==> src/rtl/pft_pkg.sv <==
// Package for the printf format tokenizer: token kinds, character codes,
// the burst record passed from decode to the emitter and the conversion lookup.
// Depends on nothing.
`default_nettype none

package pft_pkg;

   typedef enum logic [3:0] {
      KIND_LIT = 4'd0,
      KIND_D   = 4'd1,
      KIND_LD  = 4'd2,
      KIND_LLD = 4'd3,
      KIND_U   = 4'd4,
      KIND_LU  = 4'd5,
      KIND_LLU = 4'd6,
      KIND_X   = 4'd7,
      KIND_LX  = 4'd8,
      KIND_LLX = 4'd9,
      KIND_P   = 4'd10,
      KIND_F   = 4'd11,
      KIND_S   = 4'd12,
      KIND_C   = 4'd13,
      KIND_END = 4'd14
   } kind_type;

   localparam logic [7:0] CH_NUL     = 8'h00;
   localparam logic [7:0] CH_PERCENT = 8'h25;
   localparam logic [7:0] CH_L       = 8'h6C;
   localparam logic [7:0] CH_D       = 8'h64;
   localparam logic [7:0] CH_I       = 8'h69;
   localparam logic [7:0] CH_U       = 8'h75;
   localparam logic [7:0] CH_X       = 8'h78;
   localparam logic [7:0] CH_P       = 8'h70;
   localparam logic [7:0] CH_F       = 8'h66;
   localparam logic [7:0] CH_S       = 8'h73;
   localparam logic [7:0] CH_C       = 8'h63;

   localparam int MaxBurst = 4;

   // Up to four results caused by one request, in order.
   typedef struct packed {
      logic [2:0]                  count;
      kind_type [MaxBurst-1:0]     kind;
      logic [MaxBurst-1:0][7:0]    chr;
   } burst_type;

   // Conversion kind for byte c after (mode - 1) 'l' characters; KIND_LIT if none.
   function automatic kind_type conv_kind(input logic [1:0] mode, input logic [7:0] c);
      logic [3:0] ls;
      kind_type   k;
      ls = {2'b00, mode} - 4'd1;
      k  = KIND_LIT;
      if (c == CH_D || c == CH_I) begin
         k = kind_type'(4'(KIND_D) + ls);
      end else if (c == CH_U) begin
         k = kind_type'(4'(KIND_U) + ls);
      end else if (c == CH_X) begin
         k = kind_type'(4'(KIND_X) + ls);
      end else if (ls == 4'd0) begin
         case (c)
            CH_P:    k = KIND_P;
            CH_F:    k = KIND_F;
            CH_S:    k = KIND_S;
            CH_C:    k = KIND_C;
            default: k = KIND_LIT;
         endcase
      end
      return k;
   endfunction

endpackage

`default_nettype wire

==> src/rtl/printf_format_tokenizer.sv <==
// Top level of the printf format tokenizer: prefix mode register, decode and
// burst emitter. Depends on pft_pkg, pft_decode and pft_emit.
//
// Usage: format bytes arrive on the req_ channel, one request per byte, with
// byte 0 ending a format. Tokens leave on the rsp_ channel as kind and
// char_value, with rsp_last marking the final token caused by a request.
// A request is taken at a rising edge where req_valid is high and req_stall
// is low; a token is taken likewise on the rsp_ side.
// A request that gives tokens shows its first token in the cycle after it is taken.
// Throughput: one request per unstalled cycle when each byte gives at most one token.
// A byte that gives k tokens (at most four) holds the emitter until the last
// one leaves, as the single result register shows one token per cycle while
// rsp_stall is low; the next request is taken in the cycle that last token leaves.
// A '%' or 'l' that only extends a pending prefix gives no token and never
// occupies the emitter.
// Reset clears the prefix mode and empties the result register. While the
// receiver stalls, the current token holds and req_stall rises once the
// emitter cannot take a new burst.
`default_nettype none

module printf_format_tokenizer (
   input  wire logic        clock,
   input  wire logic        reset,
   input  wire logic        req_valid,
   output logic             req_stall,
   input  wire logic [7:0]  req_ch,
   output logic             rsp_valid,
   input  wire logic        rsp_stall,
   output logic [3:0]       rsp_kind,
   output logic [7:0]       rsp_char_value,
   output logic             rsp_last
);
   import pft_pkg::*;

   // Pending prefix: 0 none, 1 "%", 2 "%l", 3 "%ll".
   logic [1:0] mode_ff;
   logic [1:0] mode_in;
   burst_type  burst;
   logic       emit_ready;
   logic       accept;
   logic       load;

   pft_decode u_decode (
      .mode      (mode_ff),
      .ch        (req_ch),
      .burst     (burst),
      .next_mode (mode_in)
   );

   // A request is taken whenever the emitter is free or frees this cycle.
   assign req_stall = !emit_ready;
   assign accept    = req_valid && emit_ready;
   // Only requests that produce tokens load the emitter.
   assign load      = accept && (burst.count != 3'd0);

   pft_emit u_emit (
      .clock          (clock),
      .reset          (reset),
      .load           (load),
      .burst          (burst),
      .ready          (emit_ready),
      .rsp_valid      (rsp_valid),
      .rsp_stall      (rsp_stall),
      .rsp_kind       (rsp_kind),
      .rsp_char_value (rsp_char_value),
      .rsp_last       (rsp_last)
   );

   always_ff @(posedge clock) begin
      if (reset) begin
         mode_ff <= 2'd0;
      end else if (accept) begin
         mode_ff <= mode_in;
      end
   end

endmodule

`default_nettype wire

==> src/rtl/pft_decode.sv <==
// Decode logic of the format tokenizer: from the pending prefix and one byte,
// builds the result burst and the next prefix mode. Depends on pft_pkg.
`default_nettype none

module pft_decode (
   input  wire logic [1:0]        mode,
   input  wire logic [7:0]        ch,
   output pft_pkg::burst_type     burst,
   output logic [1:0]             next_mode
);
   import pft_pkg::*;

   logic     pct_pair;
   logic     l_extend;
   logic     conv_hit;
   logic     do_flush;
   logic     do_plain;
   kind_type conv;
   logic [2:0] n;

   always_comb begin
      conv     = (ch == CH_NUL) ? KIND_LIT : conv_kind(mode, ch);
      pct_pair = (mode == 2'd1) && (ch == CH_PERCENT);
      l_extend = (mode != 2'd0) && !pct_pair && (ch == CH_L) && (mode != 2'd3);
      conv_hit = (mode != 2'd0) && !pct_pair && !l_extend && (conv != KIND_LIT);
      do_flush = (mode != 2'd0) && !pct_pair && !l_extend && !conv_hit;
      do_plain = (mode == 2'd0) || do_flush;

      burst = '0;
      n     = 3'd0;
      if (pct_pair) begin
         burst.kind[n[1:0]] = KIND_LIT;
         burst.chr[n[1:0]]  = CH_PERCENT;
         n = n + 3'd1;
      end
      if (conv_hit) begin
         burst.kind[n[1:0]] = conv;
         n = n + 3'd1;
      end
      if (do_flush) begin
         burst.kind[n[1:0]] = KIND_LIT;
         burst.chr[n[1:0]]  = CH_PERCENT;
         n = n + 3'd1;
         if (mode != 2'd1) begin
            burst.kind[n[1:0]] = KIND_LIT;
            burst.chr[n[1:0]]  = CH_L;
            n = n + 3'd1;
         end
         if (mode == 2'd3) begin
            burst.kind[n[1:0]] = KIND_LIT;
            burst.chr[n[1:0]]  = CH_L;
            n = n + 3'd1;
         end
      end
      if (do_plain && ch != CH_PERCENT) begin
         if (ch == CH_NUL) begin
            burst.kind[n[1:0]] = KIND_END;
         end else begin
            burst.kind[n[1:0]] = KIND_LIT;
            burst.chr[n[1:0]]  = ch;
         end
         n = n + 3'd1;
      end
      burst.count = n;

      if (l_extend) begin
         next_mode = mode + 2'd1;
      end else if (do_plain && ch == CH_PERCENT) begin
         next_mode = 2'd1;
      end else begin
         next_mode = 2'd0;
      end
   end

endmodule

`default_nettype wire

==> src/rtl/pft_emit.sv <==
// Result register and burst emitter of the format tokenizer: holds one burst
// and presents its entries one per cycle while rsp_stall is low. Depends on pft_pkg.
`default_nettype none

module pft_emit (
   input  wire logic               clock,
   input  wire logic               reset,
   input  wire logic               load,
   input  wire pft_pkg::burst_type burst,
   output logic                    ready,
   output logic                    rsp_valid,
   input  wire logic               rsp_stall,
   output logic [3:0]              rsp_kind,
   output logic [7:0]              rsp_char_value,
   output logic                    rsp_last
);
   import pft_pkg::*;

   burst_type  buf_ff;
   logic [1:0] idx_ff;
   logic       valid_ff;
   logic       at_last;

   assign at_last        = ({1'b0, idx_ff} == (buf_ff.count - 3'd1));
   assign rsp_valid      = valid_ff;
   assign rsp_kind       = 4'(buf_ff.kind[idx_ff]);
   assign rsp_char_value = buf_ff.chr[idx_ff];
   assign rsp_last       = at_last;
   assign ready          = !valid_ff || (!rsp_stall && at_last);

   always_ff @(posedge clock) begin
      if (reset) begin
         valid_ff <= 1'b0;
         idx_ff   <= 2'd0;
      end else if (load) begin
         valid_ff <= 1'b1;
         idx_ff   <= 2'd0;
      end else if (valid_ff && !rsp_stall) begin
         if (at_last) begin
            valid_ff <= 1'b0;
         end else begin
            idx_ff <= idx_ff + 2'd1;
         end
      end
   end

   always_ff @(posedge clock) begin
      if (load) begin
         buf_ff <= burst;
      end
   end

endmodule

`default_nettype wire

==> config.mk <==
export PLATFORM = sky130hd
export DESIGN_NAME = printf_format_tokenizer
export DESIGN_NICKNAME = d
export VERILOG_FILES = /design/src/rtl/pft_pkg.sv /design/src/rtl/printf_format_tokenizer.sv /design/src/rtl/pft_decode.sv /design/src/rtl/pft_emit.sv
export SDC_FILE = /design/constraint.sdc
export NUM_CORES = 1
export LEC_CHECK = 0
export ABC_AREA = 1
export ABC_CLOCK_PERIOD_IN_PS = 10700
export CORE_MARGIN = 4
export CORE_UTILIZATION = 60
export CTS_CLUSTER_SIZE = 14
export DETAILED_ROUTE_END_ITERATION = 6
export DONT_BUFFER_PORTS = 1
export PLACE_DENSITY = 0.86
export SETUP_SLACK_MARGIN = 0.4
export SLEW_MARGIN = 20
export SYNTH_ARGS = -nofsm -noshare
export SYNTH_HDL_FRONTEND = slang
export SYNTH_SLANG_ARGS = --single-unit
==> constraint.sdc <==
create_clock -name clock -period 10.7 [get_ports clock]
set_input_delay 2.14 -clock clock [delete_from_list [all_inputs] [get_ports clock]]
set_output_delay 2.14 -clock clock [all_outputs]
set_load 0.005 [all_outputs]
* Yosys cells after proc, flatten, opt, wreduce, memory -nomap -nowiden
Cells that the tools add are included.
Widths: inputs -> output; s select.
** Word-level totals
- Register bits :: 56
- Input bits :: 12
- Logic and storage cells :: 161
- Output and inout bits :: 15
** Cells by class
- Magnitude comparators :: 11
- Add/subtract/negate cells :: 12
- Reduce and logical (&&, ||, !) cells :: 38
- Bitwise logic cells :: 22
- Eq/ne operators :: 16
- Multiplexer cells :: 50
** Operators with widths (number)
- $mux 48 :: 5
- $and 16x16->16 :: 7
- $not 16->16 :: 6
- $eq 8x7->1 const B :: 9
- $demux 8 s2 :: 4
- $mux 4 :: 11
- $demux 4 s2 :: 5
- $mux 8 :: 5
- $bwmux 32 :: 1
- $mux 16 :: 2
- $mux 32 :: 1
- $or 16x16->16 :: 2
- $and 5x20->20 :: 1
- $not 20->20 :: 1
- $logic_and 1x1->1 :: 18
- $mux 3 :: 6
- $bmux 8 s2 :: 1
- $pmux 4 s4 :: 1
- $lt 2x3->1 const B :: 5
- $add 3x1->3 const B :: 4
- $or 12x12->12 :: 1
- $or 3x12->12 :: 1
- $add 3x4->4 const A :: 2
- $bmux 4 s2 :: 1
- 31 further kinds :: 49

* Logic depth before layout (Yosys ltp)
- Depth after elaboration :: 25
- Gate-level depth with buffers :: 29
- Gate-level depth less buffers :: 29

* Hierarchy
A second synthesis with hierarchy kept.
** Second synthesis, totals
- Cells, all modules :: 480
- Area, all modules :: 3714.8 sq um
** Modules (own cells, without submodules)
- pft_emit :: times used 1, area each 2103.3 sq um, cells an instance 153, sequential area each 1591.5 sq um
- pft_decode :: times used 1, area each 1507.7 sq um, cells an instance 309, sequential area each 0.0 sq um
- printf_format_tokenizer :: times used 1, area each 103.8 sq um, cells an instance 18, sequential area each 40.0 sq um

* Least setup slack after synthesis
Ideal clock, no wire load.
- Path kind :: input -> register
- Start :: in req_ch[1]
- End :: reg u_emit.buf_ff[0] (netlist bit), enable pin
- Slack :: 4.582 ns
- Setup time :: 0.399 ns
- Buffers on the path :: 0
- Data required time :: 10.301 ns
- Stages :: 23
- Arrival time :: 5.718 ns
- Cell sequence :: inv_2 -> nand2_2 -> nor2_1 -> nand4_2 -> nand2_1 -> inv_2 -> nand2_1 -> nand2_1 -> inv_2 -> nand2_1 -> nor2_1 -> nor2_1 -> fa_1 -> xor2_1 -> inv_1 -> nand3_1 -> nand2_2 -> ha_1 -> nand3_1 -> nand2_1 -> nand3_2 -> nand2_2 -> inv_1
** On the way
- Word-level cells in the longest chain between the ends :: 21
- Elaborated cells on any way between the ends :: 46
- Classes of those cells :: add/sub: 5; eq/ne: 11; mux: 13; reduce/logical: 17
** RTL lines
- from (decl) :: RTL line printf_format_tokenizer.sv:26 : input wire logic [7:0] req_ch,
- $eq 8x7->1 / $eq 8x6->1 (equally long branches) :: RTL line pft_pkg.sv:60, pft_decode.sv:23
- $pmux 4 s4 / $logic_and 1x1->1 (equally long branches) :: RTL line pft_pkg.sv:60, pft_decode.sv:23
- $mux 4 / $logic_not 1->1 (equally long branches)
- $mux 4 / $logic_and 1x1->1 (equally long branches)
- $mux 4 / $logic_and 1x1->1 (equally long branches) :: RTL line pft_pkg.sv:55, pft_decode.sv:24
- $mux 4 / $logic_and 1x1->1 (equally long branches) :: RTL line pft_pkg.sv:53, pft_decode.sv:24
- $mux 4 / $logic_not 1->1 (equally long branches) :: RTL line pft_decode.sv:22, pft_decode.sv:25, pft_decode.sv:26
- $reduce_bool 4->1 / $logic_and 1x1->1 (equally long branches) :: RTL line pft_decode.sv:25, pft_decode.sv:26
- (+6 left out)
- $add 3x1->3 :: RTL line pft_decode.sv:52 : n = n + 3'd1;
- $mux 3 :: RTL line pft_decode.sv:49 : if (mode == 2'd3) begin
- $mux 3 :: RTL line pft_decode.sv:40 : if (do_flush) begin
- $add 3x1->3 :: RTL line pft_decode.sv:62 : n = n + 3'd1;
- $mux 3 * :: RTL line pft_decode.sv:55 : if (do_plain && ch != CH_PERCENT) begin
- $reduce_bool 3->1 * :: RTL line printf_format_tokenizer.sv:54 : assign load = accept && (burst.count != 3'd0);
- $logic_and 1x1->1 * :: RTL line printf_format_tokenizer.sv:54
- via load :: RTL line printf_format_tokenizer.sv:41 : logic load;
- to (signal assigned) :: RTL line pft_emit.sv:49 : buf_ff <= burst;
- to (decl) :: RTL line pft_emit.sv:19 : burst_type buf_ff;
Mark *: on every way through the listed nets, which the timed path passes. The rest lies on a longest branch. The select of a mux whose other input is x is not followed.
A chain may end at the register's enable or synchronous reset.

* Worst setup path after layout
- Start :: in req_ch[1]
- End :: reg u_emit.buf_ff[27] (netlist bit), enable pin
Same word-level chain as after synthesis.

==> impl_metrics.yaml <==
logic_synthesis:
  yosysUniqueCellTypes: 41
  synthCells: 448
  synth.top_cells.by_area: "edfxtp_1 38%, nand2_1 10%, nor2_1 6.7%, ha_1 6.6%, o21ai_0 6.3%"
  synth_edf_count: 45
  yosysMostFrequentCell: "nand2_1"
  async_flop_share_pct: 0
  netlist.area_leader.share_pct: 37.8
  syn_area_sq_mm: 0.00358
  synthTopCellsByCount: "95 x nand2_1, 64 x nor2_1, 51 x inv_1"
  synth-seq-cells: 50
  synth_nets: 480
  syn_area_per_cell_sq_um: 7.98
  yosysTopAreaCell: "edfxtp_1"
  ys_seq_area_share_pct: 40.6
  synth-warning-count: 0
  synth_top_flop_cell: "edfxtp_1"
clock_tree:
  htree_levels: 2
  cts_resized: 0
  clock_path_buffers: 2
  post_cts_buffers: 0
  insertion_delay_ps: 320
  cts_tree: "built"
  postCtsHoldBufs: 0
  cts_inserted_buffers: 5
  clock-sinks: 50
  root_buffer: "clkbuf_8"
  clk_pin_slew_ps: 90
sta:
  setup_viol: 0
  grt_setup_unrepaired: "no"
  max_clock_freq_mhz: 169
  hold_viol: 0
  tns_ps: 0
  finalMaxSlewViolations: 0
  timing.final.crit_share_pct: 55.2
  skew_ps: 5.69
  tightest_slew_ps: 626
  post-route-min-period_ps: 5910
  hold_ws_ps: 597
  relSlewSlack_pct: 58.2
global_routing:
  overflow: 0
  grt_pass1_vias: 2818
  gr-usage-all-layers_pct: 23.8
  antenna_found_initial: 0
  grt_pass1_wl_um: 13600
  grt_max_degree: 46
worst_setup_path:
  path_cells: "inv_2 -> nand2_2 -> nor2_1 -> nand4_2 -> nand2_1 -> inv_2 -> nand2_1 -> nand2_1 -> inv_2 -> nand2_1 -> nor2_1 -> nor2_1 -> fa_1 -> xor2_1 -> inv_1 -> nand3_1 -> nand2_2 -> ha_1 -> nand3_1 -> nand2_1 -> nand3_2 -> nand2_2 -> inv_1 -> buf_4"
  path_common_cell: "nand2_1"
  crit_buf_inv: 6
  cp_max_fo: 45
  regToRegSetupSlack_ps: 6000
  critical_path.max_stage_delay_ps: 650
  cp.arrival_ps: 5870
  startpoint_type: "input port"
  critPathSlowestCell: "fa_1"
  crit_family: "simple AND/OR/NAND/NOR gates"
  reg2reg_depth: 23
  reg2reg_from: "mode_ff[1]$_SDFFE_PP0P_"
  endpoint_kind: "flop"
  r2r_end: "u_emit.buf_ff[27]$_DFFE_PP_"
  worstPathRequired_ps: 10660
  worstSetupPathType: "in -> reg"
pwr:
  ir_drop_v: 0.0000787
  sw_frac_of_total_pct: 34.1
  clkPwrFrac_pct: 21.5
  power_density_mw_per_mm2: 139
  leakagePower_nw: 1.65
  p_comb_share_pct: 27.7
  switchingPower_w: 0.000177
  p_seq_share_pct: 50.8
  p_int_w: 0.000342
finish:
  syn2layout_area_growth_pct: 4.02
  nets: 480
  drive_above_1_share_pct: 13.8
  num_antenna_cells: 0
  layoutNonFillerInstCount: 521
detailed_routing:
  wl_met3_um: 762
  wirelength_met1_um: 3270
  avgViaCountPerCell: 5.79
  post_drt_wl_per_cell_um: 15.5
  wl_met2_um: 3800
  drcViolationCount: 0
  vias: 3016
  ant_nets: 0
  top_layer: "met4"
  dr.first_iter.drc_count: 379
  wirelength_um: 8080
  drtPass1Iterations: 6
hold_path:
  whs_endpoint: "mode_ff[1]$_SDFFE_PP0P_"
  hold_path_depth: 2
  holdCritPathClass: "reg -> reg"
  hold_path_startpoint: "mode_ff[1]$_SDFFE_PP0P_"
die:
  die_y_um: 85.2
  rows: 27
  dieArea_sq_mm: 0.00726
  core-area_sq_mm: 0.00564
  die_x_um: 85.2
  top_level_ports: 27
  start_util_pct: 63.4
placed_design:
  placed_cells: 513
  gp_congestion: 1.03
  io_buffers: 0
  hpwlAfterDp_um: 6240
flow_run:
  maxCapViolCount: 0
run_status:
  outcome: "finished, final reports clean"
## worst max path at each step
stage	startpoint	endpoint	slack, ps	depth (start not counted)
final	req_ch[1]	u_emit.buf_ff[27]$_DFFE_PP_	4790	24
after global routing	req_ch[1]	u_emit.buf_ff[30]$_DFFE_PP_	4430	24
after CTS	req_ch[1]	u_emit.buf_ff[27]$_DFFE_PP_	4840	24
after detailed placement	req_ch[1]	u_emit.buf_ff[6]$_DFFE_PP_	4520	24
after global placement	req_ch[1]	u_emit.buf_ff[27]$_DFFE_PP_	4620	24
after floorplan	req_ch[1]	u_emit.buf_ff[0]$_DFFE_PP_	4580	23
## metrics by stage
stage	area [sq um]	util, %	setup WS, ps	power, W
floorplan	3580	-	4580	0.000381
global placement	3630	64.4	4620	0.000405
detailed placement	3630	64.4	4520	0.000410
CTS	3720	66.0	4840	0.000517
global route	3720	66.0	4430	0.000547
finish	3720	66.0	4790	0.000519
## placed cells by master (no fill, tap or decap), types with 10 or more instances in the layout
master / instances
nand2_1: 95
nor2_1: 64
inv_1: 51
o21ai_0: 45
edfxtp_1: 45
ha_1: 19
nand2_2: 17
nand3_1: 13
a21oi_1: 10
inv_2: 10
## worst register-to-register path: stages, from the launching register on
cell	delay (ps)
dfxtp_1	330
inv_1	130
ha_1	310
clkinv_1	390
nor2_1	180
o21ai_0	90
nand2_1	70
nand2_1	40
nand2_1	140
nand2_1	70
nor2_1	150
nor2_1	140
fa_1	650
xor2_1	230
inv_1	70
nand3_1	90
nand2_2	80
ha_1	270
nand3_1	80
nand2_1	110
nand3_2	100
nand2_2	70
inv_1	60
buf_4	460
## cell type report
cell class,count,area (sq um)
fill,430,1920
timing repair buffer,2,15.0
clock inverter,2,15.0
clock buffer,6,72.6
tap,72,90.1
inverter,64,243
multi-input combinational,325,1830
sequential,50,1450
## state kept, by name, indices dropped and copies added (netlist names)
| signal | cells |
|---|---|
| u_emit.idx_ff | 2 |
| u_emit.rsp_valid | 1 |
| mode_ff | 2 |
| u_emit.buf_ff | 45 |
## power groups by stage
stage / Combinational, W / Clock (W) / Sequential [W]
floorplan: 0.000115 / 0 / 0.000266
global placement: 0.000138 / 0 / 0.000267
detailed placement: 0.000142 / 0 / 0.000268
CTS: 0.000143 / 0.000111 / 0.000264
global route: 0.000163 / 0.000118 / 0.000266
finish: 0.000144 / 0.000112 / 0.000264
## cells by family after synthesis
family | Yosys count | share of synthesized area (%)
and+or+nand+nor | 218 | 30.0
AOI/OAI and AO/OA | 78 | 12.0
xor gates and xnor gates | 8 | 1.96
other | 1 | 0.105
DFF | 50 | 40.6
adders and majority gates | 20 | 7.21
buffers and inverters | 73 | 8.15
## metal layers
layer	up-vias	global-route usage [%]
met3	29	4.17
li1	1462	-
met5	-	0
met4	0	9.78
met1	1362	31.1
met2	163	39.1
Note: power is estimated with default switching activity, not from simulation.
